File: config.mk
export PLATFORM = sky130hd
export DESIGN_NAME = lru_tracker_with_pin_counts_core
export DESIGN_NICKNAME = d
export VERILOG_FILES = /design/src/hdl/lrupc_pkg.sv /design/src/hdl/lrupc_ram.sv /design/src/hdl/lrupc_update.sv /design/src/hdl/lru_tracker_with_pin_counts_core.sv
export VERILOG_INCLUDE_DIRS = /design/src /design/src/hdl
export SDC_FILE = /design/constraint.sdc
export NUM_CORES = 2
export LEC_CHECK = 0
export ABC_AREA = 0
export CAP_MARGIN = 25
export CORE_ASPECT_RATIO = 0.5
export CORE_MARGIN = 3
export CORE_UTILIZATION = 40
export DETAILED_ROUTE_END_ITERATION = 12
export DONT_BUFFER_PORTS = 1
export HOLD_SLACK_MARGIN = 0.12
export PLACE_DENSITY_LB_ADDON = 0.05
export SYNTH_ARGS = -nofsm -noshare
export SYNTH_HDL_FRONTEND = slang
export SYNTH_SLANG_ARGS = --single-unit
File: constraint.sdc
create_clock -name clk -period 7.4 [get_ports clk]
set_clock_uncertainty 0.15 [all_clocks]
set_input_delay 1.11 -clock clk [delete_from_list [all_inputs] [get_ports clk]]
set_output_delay 1.11 -clock clk [all_outputs]
set_load 0.01 [all_outputs]
File: src/hdl/assert_macros.svh
// ----------------------------------------------------------------------------
// assert_macros.svh
// concurrent assertion helpers shared by the rtl
// ----------------------------------------------------------------------------
`ifndef ASSERT_MACROS_SVH
`define ASSERT_MACROS_SVH

// condition must hold on every edge outside reset
`define ASSERT_ALWAYS(label, clk, rst, expr, msg) \
  label: assert property (@(posedge clk) disable iff (rst) (expr)) else $error(msg);

// antecedent on one edge implies consequent on the next
`define ASSERT_NEXT(label, clk, rst, ante, cons, msg) \
  label: assert property (@(posedge clk) disable iff (rst) (ante) |=> (cons)) else $error(msg);

`endif

File: src/hdl/lrupc_pkg.sv
// ----------------------------------------------------------------------------
// lrupc_pkg
// shared types and constants of the lru tracker with pin counts
// ----------------------------------------------------------------------------
package lrupc_pkg;

  localparam int ENTRIES_DEF    = 16;
  localparam int KEY_BITS_DEF   = 64;
  localparam int PIN_BITS_DEF   = 8;
  localparam int MAX_SCAN_RESET = 128;

  typedef enum logic [2:0] {
    OP_ACCESS = 3'd0,
    OP_EVICT  = 3'd1,
    OP_DELETE = 3'd2,
    OP_REF    = 3'd3,
    OP_UNREF  = 3'd4
  } opcode_t;

  typedef enum logic [1:0] {
    ST_OK        = 2'd0,
    ST_NOT_FOUND = 2'd1,
    ST_FULL      = 2'd2,
    ST_NONE      = 2'd3
  } status_t;

  typedef enum logic [2:0] {
    S_IDLE,
    S_SCAN,
    S_DECIDE,
    S_UPDATE,
    S_DONE
  } fsm_t;

  typedef enum logic [2:0] {
    UPD_NONE,
    UPD_FRONT,
    UPD_INSERT,
    UPD_REMOVE,
    UPD_UNREF
  } upd_mode_t;

  typedef struct packed {
    upd_mode_t mode;
    logic      is_ref;
  } upd_ctrl_t;

endpackage

File: src/hdl/lrupc_ram.sv
// ----------------------------------------------------------------------------
// lrupc_ram
// generic single-write, single-read ram with registered read data
// ----------------------------------------------------------------------------
module lrupc_ram #(
  parameter int WIDTH = 8,
  parameter int DEPTH = 16
) (
  input  logic                                 clk,
  input  logic                                 we,
  input  logic [(DEPTH > 1 ? $clog2(DEPTH) : 1)-1:0] waddr,
  input  logic [WIDTH-1:0]                     wdata,
  input  logic [(DEPTH > 1 ? $clog2(DEPTH) : 1)-1:0] raddr,
  output logic [WIDTH-1:0]                     rdata
);

  logic [WIDTH-1:0] mem [DEPTH];

  always_ff @(posedge clk) begin
    if (we) begin
      mem[waddr] <= wdata;
    end
    rdata <= mem[raddr];
  end

endmodule

File: src/hdl/lrupc_update.sv
// ----------------------------------------------------------------------------
// lrupc_update
// per-entry rank and pin count rewrite for the write-back sweep
// ----------------------------------------------------------------------------
module lrupc_update import lrupc_pkg::*; #(
  parameter int AW       = 4,
  parameter int PIN_BITS = PIN_BITS_DEF
) (
  input  upd_ctrl_t           ctrl,
  input  logic [AW-1:0]       idx,
  input  logic                valid,
  input  logic [AW-1:0]       fslot,
  input  logic [AW-1:0]       frank,
  input  logic [AW-1:0]       free_slot,
  input  logic [AW-1:0]       rank_in,
  input  logic [PIN_BITS-1:0] pins_in,
  output logic [AW-1:0]       rank_out,
  output logic [PIN_BITS-1:0] pins_out
);

  always_comb begin
    rank_out = rank_in;
    pins_out = pins_in;
    unique case (ctrl.mode)
      UPD_FRONT: begin
        if (idx == fslot) begin
          rank_out = '0;
          if (ctrl.is_ref && pins_in != '1) begin
            pins_out = pins_in + 1'b1;
          end
        end else if (valid && rank_in < frank) begin
          rank_out = rank_in + 1'b1;
        end
      end
      UPD_INSERT: begin
        if (idx == free_slot) begin
          rank_out = '0;
          pins_out = '0;
        end else if (valid) begin
          rank_out = rank_in + 1'b1;
        end
      end
      UPD_REMOVE: begin
        if (valid && rank_in > frank) begin
          rank_out = rank_in - 1'b1;
        end
      end
      UPD_UNREF: begin
        if (idx == fslot && pins_in != '0) begin
          pins_out = pins_in - 1'b1;
        end
      end
      default: begin
      end
    endcase
  end

endmodule

File: src/hdl/lru_tracker_with_pin_counts_core.sv
// ----------------------------------------------------------------------------
// lru_tracker_with_pin_counts_core
// lru-ordered key table with saturating pin counts, memory based
// ----------------------------------------------------------------------------
// A transaction is taken when start is high and busy is low; each one yields
// exactly one result, shown for a single cycle with done high, and the
// receiver cannot stall it. Keys live in one ram and rank/pin metadata in a
// second; valid bits and the occupancy count are flip-flops. Every operation
// runs a read sweep over all ENTRIES slots (key match, eviction candidate,
// lowest free slot), a decision state, a read-modify-write sweep over the
// metadata ram, and a commit state. Both sweeps step one slot per cycle
// behind the registered ram read; busy stays high from the first sweep
// through the commit, so no new transaction is taken until the commit is over.
// The result shows in the first idle cycle, which can also take the next
// transaction. max_scan is written through cfg_valid/cfg_data (always
// ready) by the user only while idle; the block does not enforce it.
// ----------------------------------------------------------------------------
`include "assert_macros.svh"

module lru_tracker_with_pin_counts_core import lrupc_pkg::*; #(
  parameter int ENTRIES  = ENTRIES_DEF,
  parameter int KEY_BITS = KEY_BITS_DEF,
  parameter int PIN_BITS = PIN_BITS_DEF
) (
  input  logic        clk,
  input  logic        rst,
  input  logic        start,
  output logic        busy,
  input  logic [2:0]  opcode,
  input  logic [63:0] key,
  output logic        done,
  output logic [1:0]  status,
  output logic [63:0] victim_key,
  input  logic        cfg_valid,
  output logic        cfg_ready,
  input  logic [7:0]  cfg_data
);

  localparam int AW   = (ENTRIES > 1) ? $clog2(ENTRIES) : 1;
  localparam int CW   = $clog2(ENTRIES + 1);
  localparam int LW   = ((CW > 8) ? CW : 8) + 1;
  localparam int MW   = AW + PIN_BITS;
  localparam logic [CW-1:0] FULL_CNT = CW'(ENTRIES);

  fsm_t state, state_next;

  logic [7:0]          max_scan;
  logic [ENTRIES-1:0]  valid;
  logic [CW-1:0]       occ;
  logic [CW-1:0]       cnt;
  logic                p_live;
  logic [AW-1:0]       p_idx;

  // latched transaction
  logic [2:0]          op;
  logic [KEY_BITS-1:0] k;

  // scan results
  logic                found;
  logic [AW-1:0]       fslot;
  logic [AW-1:0]       frank;
  logic                free_found;
  logic [AW-1:0]       free_slot;
  logic [KEY_BITS-1:0] ev_key;

  upd_ctrl_t           ctrl;
  logic [1:0]          res_status;

  // decision from the scan results
  upd_mode_t           dec_mode;
  logic [1:0]          dec_status;

  // ram ports
  logic [KEY_BITS-1:0] key_rdata;
  logic                key_we;
  logic [MW-1:0]       meta_rdata, meta_wdata;
  logic                meta_we;
  logic [AW-1:0]       rank_rd, rank_wr;
  logic [PIN_BITS-1:0] pins_rd, pins_wr;

  logic                accept;
  logic                sweep_end;
  logic [LW-1:0]       scan_lo;
  logic                cand;

  assign accept    = start && (state == S_IDLE);
  assign busy      = (state != S_IDLE);
  assign cfg_ready = 1'b1;
  assign sweep_end = (cnt == FULL_CNT) && p_live;

  assign rank_rd = meta_rdata[MW-1:PIN_BITS];
  assign pins_rd = meta_rdata[PIN_BITS-1:0];

  // lowest rank an eviction may look at: occ - max_scan, floored at zero
  assign scan_lo = (LW'(occ) > LW'(max_scan)) ? (LW'(occ) - LW'(max_scan)) : '0;

  // unpinned, within the scan window, older than the best so far
  assign cand = valid[p_idx] && (pins_rd == '0) && (LW'(rank_rd) >= scan_lo) &&
                (!found || rank_rd > frank);

  lrupc_ram #(.WIDTH(KEY_BITS), .DEPTH(ENTRIES)) u_key_ram (
    .clk   (clk),
    .we    (key_we),
    .waddr (free_slot),
    .wdata (k),
    .raddr (cnt[AW-1:0]),
    .rdata (key_rdata)
  );

  lrupc_ram #(.WIDTH(MW), .DEPTH(ENTRIES)) u_meta_ram (
    .clk   (clk),
    .we    (meta_we),
    .waddr (p_idx),
    .wdata (meta_wdata),
    .raddr (cnt[AW-1:0]),
    .rdata (meta_rdata)
  );

  lrupc_update #(.AW(AW), .PIN_BITS(PIN_BITS)) u_update (
    .ctrl      (ctrl),
    .idx       (p_idx),
    .valid     (valid[p_idx]),
    .fslot     (fslot),
    .frank     (frank),
    .free_slot (free_slot),
    .rank_in   (rank_rd),
    .pins_in   (pins_rd),
    .rank_out  (rank_wr),
    .pins_out  (pins_wr)
  );

  assign meta_wdata = {rank_wr, pins_wr};
  assign meta_we    = (state == S_UPDATE) && p_live;
  assign key_we     = (state == S_DONE) && (ctrl.mode == UPD_INSERT);

  // next state
  always_comb begin
    state_next = state;
    unique case (state)
      S_IDLE:   if (start) state_next = S_SCAN;
      S_SCAN:   if (sweep_end) state_next = S_DECIDE;
      S_DECIDE: state_next = S_UPDATE;
      S_UPDATE: if (sweep_end) state_next = S_DONE;
      S_DONE:   state_next = S_IDLE;
      default:  state_next = S_IDLE;
    endcase
  end

  always_ff @(posedge clk) begin
    if (rst) begin
      state <= S_IDLE;
    end else begin
      state <= state_next;
    end
  end

  // config register
  always_ff @(posedge clk) begin
    if (rst) begin
      max_scan <= 8'(MAX_SCAN_RESET);
    end else if (cfg_valid && cfg_ready) begin
      max_scan <= cfg_data;
    end
  end

  // sweep counter and registered-read pipeline tag
  always_ff @(posedge clk) begin
    if (rst) begin
      cnt    <= '0;
      p_live <= 1'b0;
    end else if (state == S_SCAN || state == S_UPDATE) begin
      if (sweep_end) begin
        cnt    <= '0;
        p_live <= 1'b0;
      end else begin
        p_live <= (cnt != FULL_CNT);
        if (cnt != FULL_CNT) begin
          cnt <= cnt + 1'b1;
        end
      end
    end else begin
      cnt    <= '0;
      p_live <= 1'b0;
    end
  end

  always_ff @(posedge clk) begin
    p_idx <= cnt[AW-1:0];
  end

  // update mode and answer for the latched operation
  always_comb begin
    dec_mode   = UPD_NONE;
    dec_status = ST_OK;
    case (op)
      OP_ACCESS: begin
        if (found) begin
          dec_mode = UPD_FRONT;
        end else if (occ == FULL_CNT) begin
          dec_status = ST_FULL;
        end else begin
          dec_mode = UPD_INSERT;
        end
      end
      OP_EVICT: begin
        if (found) begin
          dec_mode = UPD_REMOVE;
        end else begin
          dec_status = ST_NONE;
        end
      end
      OP_DELETE: begin
        if (found) dec_mode = UPD_REMOVE;
        else dec_status = ST_NOT_FOUND;
      end
      OP_REF: begin
        if (found) dec_mode = UPD_FRONT;
        else dec_status = ST_NOT_FOUND;
      end
      OP_UNREF: begin
        if (found) dec_mode = UPD_UNREF;
        else dec_status = ST_NOT_FOUND;
      end
      default: begin
      end
    endcase
  end

  // latch transaction, gather scan results, decide
  always_ff @(posedge clk) begin
    if (rst) begin
      found      <= 1'b0;
      free_found <= 1'b0;
      ctrl       <= '{mode: UPD_NONE, is_ref: 1'b0};
      res_status <= ST_OK;
    end else begin
      if (accept) begin
        op         <= opcode;
        k          <= key[KEY_BITS-1:0];
        found      <= 1'b0;
        free_found <= 1'b0;
      end
      if (state == S_SCAN && p_live) begin
        if (op == OP_EVICT) begin
          if (cand) begin
            found  <= 1'b1;
            fslot  <= p_idx;
            frank  <= rank_rd;
            ev_key <= key_rdata;
          end
        end else if (valid[p_idx] && key_rdata == k) begin
          found <= 1'b1;
          fslot <= p_idx;
          frank <= rank_rd;
        end
        if (!valid[p_idx] && !free_found) begin
          free_found <= 1'b1;
          free_slot  <= p_idx;
        end
      end
      if (state == S_DECIDE) begin
        ctrl       <= '{mode: dec_mode, is_ref: (op == OP_REF)};
        res_status <= dec_status;
      end
    end
  end

  // commit valid bits and occupancy, emit the result
  always_ff @(posedge clk) begin
    if (rst) begin
      valid <= '0;
      occ   <= '0;
      done  <= 1'b0;
    end else begin
      done <= (state == S_DONE);
      if (state == S_DONE) begin
        if (ctrl.mode == UPD_INSERT) begin
          valid[free_slot] <= 1'b1;
          occ              <= occ + 1'b1;
        end else if (ctrl.mode == UPD_REMOVE) begin
          valid[fslot] <= 1'b0;
          occ          <= occ - 1'b1;
        end
      end
    end
  end

  always_ff @(posedge clk) begin
    if (state == S_DONE) begin
      status     <= res_status;
      victim_key <= (op == OP_EVICT && found) ? 64'(ev_key) : 64'd0;
    end
  end

  // checks
  `ASSERT_ALWAYS(a_occ_bound, clk, rst, occ <= FULL_CNT, "occupancy above table depth")
  `ASSERT_ALWAYS(a_occ_match, clk, rst, CW'($countones(valid)) == occ,
    "occupancy does not match valid bits")
  `ASSERT_NEXT(a_accept_busy, clk, rst, accept, busy, "accepted transaction not busy")
  `ASSERT_NEXT(a_done_idle, clk, rst, state == S_DONE, done && !busy,
    "result not shown after commit")

endmodule
# [After elaboration in Yosys (flattened, before gate mapping)]
# Memory sizes are Yosys's and may differ from the RTL's. A register that Yosys moved wholly into a read port is not among the register bits.
# Cells that the tools add are included.
[totals] regBits=260 mem_bits_rw=1216 in_bits=79 output_inout_bits=69 elab_cells=161 mem_count=2
[mem_list] name="u_key_ram.mem" depth=16 word_bits=64 read_ports=1 rd_ports_with_merged_regs=1 wr=1 line_no="lrupc_ram.sv:17" source="logic [WIDTH-1:0] mem [DEPTH];"
[mem_list] name="u_meta_ram.mem" depth=16 word_bits=12 read_ports=1 rd_ports_with_merged_regs=1 wr=1 line_no="lrupc_ram.sv:17"
[classes] n_addsub=8 n_lt_le_gt_ge=9 eq_ne=23 muxes=55 bitwise=5 reduce_logical=38
[ops] op="equality test 64 bit" count=1
[ops] op="2-to-1 mux 4 bit" count=11
[ops] op="2-to-1 mux 16 bit" count=2
[ops] op="2-to-1 mux 8 bit" count=4
[ops] op="one-hot mux 3 bit (4 select lines)" count=2
[ops] op="one-hot mux 8 bit (3 select lines)" count=1
[ops] op="equality test 3 x 2 -> 1 bit, second input constant" count=6
[ops] op="logical AND 1 bit" count=17
[ops] op="2-to-1 mux 1 bit" count=17
[ops] op="AND 16 bit" count=1
[ops] op="inverter 16 bit" count=1
[ops] op="bitwise OR 16 bit" count=1
[ops] op="< comparator 4 x 5 -> 1 bit, second input constant" count=3
[ops] op="2-to-1 mux 2 bit" count=6
[ops] op="2-to-1 mux 3 bit" count=4
[ops] op="one-hot mux 4 bit (3 select lines)" count=1
[ops] op="adder 5 x 1 -> 5 bit, second input constant" count=2
[ops] op="equality test 5 bit, second input constant" count=2
[ops] op="2-to-1 mux 5 bit" count=2
[ops] op="equality test 3 x 1 -> 1 bit, second input constant" count=3
[ops] op="equality test 3 bit, second input constant" count=3
[ops] op="greater-or-equal comparator 4 x 9 -> 1 bit" count=1
[ops] op="2-to-1 mux 9 bit" count=1
[ops] op="subtractor 5 x 8 -> 9 bit" count=1
[ops] op="29 further kinds" count=45

# [Logic depth before layout (Yosys ltp)]
[depth] ltp_word=8 ltp_mapped=15 mapped_depth_nobuf=15

# [Hierarchy]
# Synthesis repeated with hierarchy kept, for this count alone.
[unflattened] cells_unflattened=2821 area_unflattened_um2=58416.0
[modules_own_cells] module="lrupc_ram at u_key_ram" n_inst=1 cells_each=1647 area_per_inst_um2=39581.7 seq_area_each_um2=32030.7
[modules_own_cells] module="lru_tracker_with_pin_counts_core" n_inst=1 cells_each=688 area_per_inst_um2=10186.0 seq_area_each_um2=7297.0
[modules_own_cells] module="lrupc_ram at u_meta_ram" n_inst=1 cells_each=329 area_per_inst_um2=7599.8 seq_area_each_um2=6005.8
[modules_own_cells] module="lrupc_update" n_inst=1 cells_each=157 area_per_inst_um2=1048.5 seq_area_each_um2=0.0

# [Least setup slack after synthesis]
# Ideal clock, no wire load.
[synth_path] path_type="flip-flop to flip-flop" startpoint="register max_scan[2]" endpoint="register ev_key[0], enable pin" setup_ns=0.486 t_arrival_ns=5.024 required_ns=6.764 path_slack_ns=1.740 path_stages_with_launch=13 path_buffers=0 period_less_slack_ns=5.660 path_cell_list="dfxtp_1 inv_1 ha_1 and4_1 a2111oi_0 o21ai_1 or2_2 ha_1 a21o_1 a21o_1 a21o_1 o311ai_1 nor2_1"
[synth_via] elab_chain_len=6 elab_cells_between_ends=7 classes_between="add/sub: 1; order compare: 2; mux: 1; reduce/logical: 3"
[synth_lines] item="start: declaration" line_no="lru_tracker_with_pin_counts_core.sv:47" source="logic [7:0] max_scan;"
[synth_lines] item="start signal: assignment" line_no="lru_tracker_with_pin_counts_core.sv:160" source="max_scan <= 8'(MAX_SCAN_RESET);"
[synth_lines] item="start signal: assignment" line_no="lru_tracker_with_pin_counts_core.sv:162" source="max_scan <= cfg_data;"
[synth_lines] item="subtractor 5 x 8 -> 9 bit or greater-than comparator 5 x 8 -> 1 bit (tied branches)" line_no="lru_tracker_with_pin_counts_core.sv:95" source="assign scan_lo = (LW'(occ) > LW'(max_scan)) ? (LW'(occ) - LW'(max_scan)) : '0;"
[synth_lines] item="2-to-1 mux 9 bit (*)" line_no="lru_tracker_with_pin_counts_core.sv:95"
[synth_lines] item="greater-or-equal comparator 4 x 9 -> 1 bit (*)" line_no="lru_tracker_with_pin_counts_core.sv:98" source="assign cand = valid[p_idx] && (pins_rd == '0) && (LW'(rank_rd) >= scan_lo) &&"
[synth_lines] item="logical AND 1 bit (*) (2 in a row)" line_no="lru_tracker_with_pin_counts_core.sv:98"
[synth_lines] item="AND reduction 4 bit (no source line) (*)"
[synth_lines] item="end signal: assignment" line_no="lru_tracker_with_pin_counts_core.sv:249" source="ev_key <= key_rdata;"
[synth_lines] item="end: declaration" line_no="lru_tracker_with_pin_counts_core.sv:64" source="logic [KEY_BITS-1:0] ev_key;"
# Mark *: on every way between the ends. The rest lies on a longest branch, timed or not.
# A chain may end at the register's enable or synchronous reset.

# [Final worst setup path]
[layout_path] startpoint="register max_scan[2]" endpoint="register ev_key[23], enable pin"
# The elaborated chain is that of the path after synthesis.

==> run metrics <==
outcome completed; top cells by area, synth edfxtp_1, mux4_2, dfxtp_1; Root Buffer clkbuf_16; DP Area approximately 61000 sq um; Mapped Area a little under 60000 sq um; largest family of logic cells by synthesized area multiplexers; CTS tree built; vias in the first global route ~28000; largest net degree at the start of global routing 134; Hold Path Stages 0; clk buf depth 4; initial core utilization 0.406; IO Count 148; WL/cell 30.4 um; area grow syn2layout 12.9%; synth unique cells 72; CTS resizes 0; Synth Net Count roughly 2800; Adder-Cell Fraction of Synth Area 0.00562; endpoint type of the worst setup path flop; Critical Path Source Type flop; CTS HTree Levels 4; Die ar. between 150000 and 200000 sq um; Leak slightly above 20 nW; first-pass GRT wire length 211000 um; final worst-path cycle share 0.641; top-area cell type share of the netlist area 0.733; top-count cell post-synth edfxtp_1; Placed Instances 4568; Worst Max-Slew Pin Slew 1.07 ns; VDD IR-drop max ~150 uV; max-cap violations 0; Layout Nets 2879; Setup CP Type reg2reg; Final Cell Area 65900 sq um; Total Wirelength around 150000 um; Critical Path AT 4.98 ns; 1st-pass router iterations 5; final core utilization 0.458; CP max FO 34; Via density approximately 5.6; Setup Viol. Count Final 0; Critical Path Max Stage Delay 0.62 ns; Worst path most repeated cell a21o_1; final std cells w/o fill 4841; post-synthesis register bit count approximately 1600; Compound-Gate Fraction of Synth Area 0.0141; FILL cells 12000; via count 27000; hold buffer count at CTS 0; Setup TNS Final 0 ns; Seq/Total Area, Yosys 0.777; Slowest-stage cell, CP buf_4; mux cell area share after synthesis 0.150; Final Max Slew Viols 0; post-synthesis xor/xnor area fraction 0.0109; ys async rst share 0; Placer Congestion 0.792; CP required 7.64 ns; row cnt 98; layout cells sized above 1 0.249; crit path cell chain inv_1, ha_1, and4_1, a2111oi_0, o21ai_1, or2_2, ha_1, a21o_1, a21o_1, a21o_1, o311ai_1, nor2_4, buf_4, buf_4; Pwr Density 265 nW/um^2; Die Span X 546 um; chip height approximately 280 um; setup bufs post-CTS 0; initial antenna violation count 13; Post-synth EDFFs 1425; Mapped Cells approximately 2700; CTS clk-pin slew, worst paths 0.07 ns; HPWL after detailed placement ~84000 um; ANT nets after route 0; clock sink count 1552; hold slack final 0.268 ns; relative slew slack 0.284; RSZ-0062 raised after global routing no; drc violations 0; ys flop type edfxtp_1; most instantiated cells after synthesis edfxtp_1, mux4_2, dfxtp_1, nor2_1, clkbuf_1; DR iter-0 viols 2385; FF-to-FF path depth 14; HP Class in2reg; syn avg cell area 21.9 sq um; Total Routing Usage GR 0.194; total core area 144000 sq um; Final Critical Period 4.74 ns; YS warnings 0; clk_lat worst skew 0.78 ns; GRT overflow 0; PortBufs 0; Synth Area in Simple Gates 0.0303; final hold vios 0; area leader, netlist edfxtp_1; Fmax roughly 210 MHz; total CTS buffers 148
## kinds of logic (layout without fill, tap and decap cells)
logic type | count (synthesis) | after routing
flops | 1552 | 1552
mux | 396 | 396
simple gates | 330 | 330
buf+inv | 162 | 380
compound gates | 131 | 131
xor+xnor | 72 | 72
fa+ha+maj | 25 | 25
other cells | 1 | 5
## state kept, by name, summed over array words and instances (netlist names), 8 cells and up
| register | cells |
|---|---|
| u_meta_ram.rdata | 12 |
| victim_key | 64 |
| u_key_ram.mem | 1024 |
| u_meta_ram.mem | 192 |
| u_key_ram.rdata | 64 |
| ev_key | 64 |
| k | 64 |
| valid | 16 |
| max_scan | 8 |
## final timing paths
| kind | startpoint | to | slack (ns) |
|---|---|---|---|
| worst min register to register | res_status[0]$_SDFFE_PP0N_ | status[0]$_DFFE_PP_ | 0.29 |
| worst max-delay path | max_scan[2]$_SDFFE_PP0P_ | ev_key[23]$_DFFE_PP_ | 2.66 |
| worst min-delay path | key[7] | k[7]$_DFFE_PP_ | 0.27 |
| worst max register to register | max_scan[2]$_SDFFE_PP0P_ | ev_key[23]$_DFFE_PP_ | 2.66 |
## per-layer routing
layer / GRT usage / share of wire
met5: 0 / 0.000088
met3: 0.0345 / 0.051
met4: 0.0401 / 0.019
met2: 0.300 / 0.46
met1: 0.291 / 0.47
## worst max-delay path: cells and delay by family (launching register included)
| family | cells | cell delay, ns |
|---|---|---|
| compound gates | 6 | 1.22 |
| fa+ha+maj | 2 | 0.63 |
| simple gates | 3 | 0.71 |
| flops | 1 | 0.33 |
| buf+inv | 3 | 1.23 |
## power breakdown
part	internal [mW]	switching, mW	total [mW]
logic	0.177	0.188	0.365
registers	9.55	0.0905	9.64
clock network	4.23	3.24	7.47
## placed cells by master, fill, tap and decap left out, types with 22 or more instances in the layout
| master | count |
|---|---|
| a21oi_1 | 41 |
| and3_1 | 70 |
| buf_4 | 62 |
| clkbuf_1 | 34 |
| clkbuf_16 | 151 |
| clkinv_1 | 22 |
| clkinv_2 | 25 |
| dfxtp_1 | 122 |
| edfxtp_1 | 1425 |
| ha_1 | 23 |
| inv_1 | 35 |
| mux4_2 | 381 |
| nand2_1 | 49 |
| nor2_1 | 61 |
| o21ai_0 | 30 |
| xor2_1 | 53 |
## metrics by stage
step	total power, mW	worst slack [ns]
2_1_floorplan	10.1	1.74
3_3_place_gp	10.2	2.65
3_5_place_dp	10.2	2.62
4_1_cts	17.7	2.63
5_1_grt	18.1	2.38
6_report	17.5	2.66
## cell type report
cell class	instances	area [sq um]	share of cell area
timing repair buffer	79	752	0.0114
clock buffer	198	4090	0.0620
clock inverter	64	566	0.00858
multi-input combinational	955	12500	0.190
tap	1950	2440	0.0370
sequential	1552	45400	0.688
inverter	39	156	0.00237
antenna	4	10.0	0.000152
No activity file was read; power rests on OpenSTA's default activity.
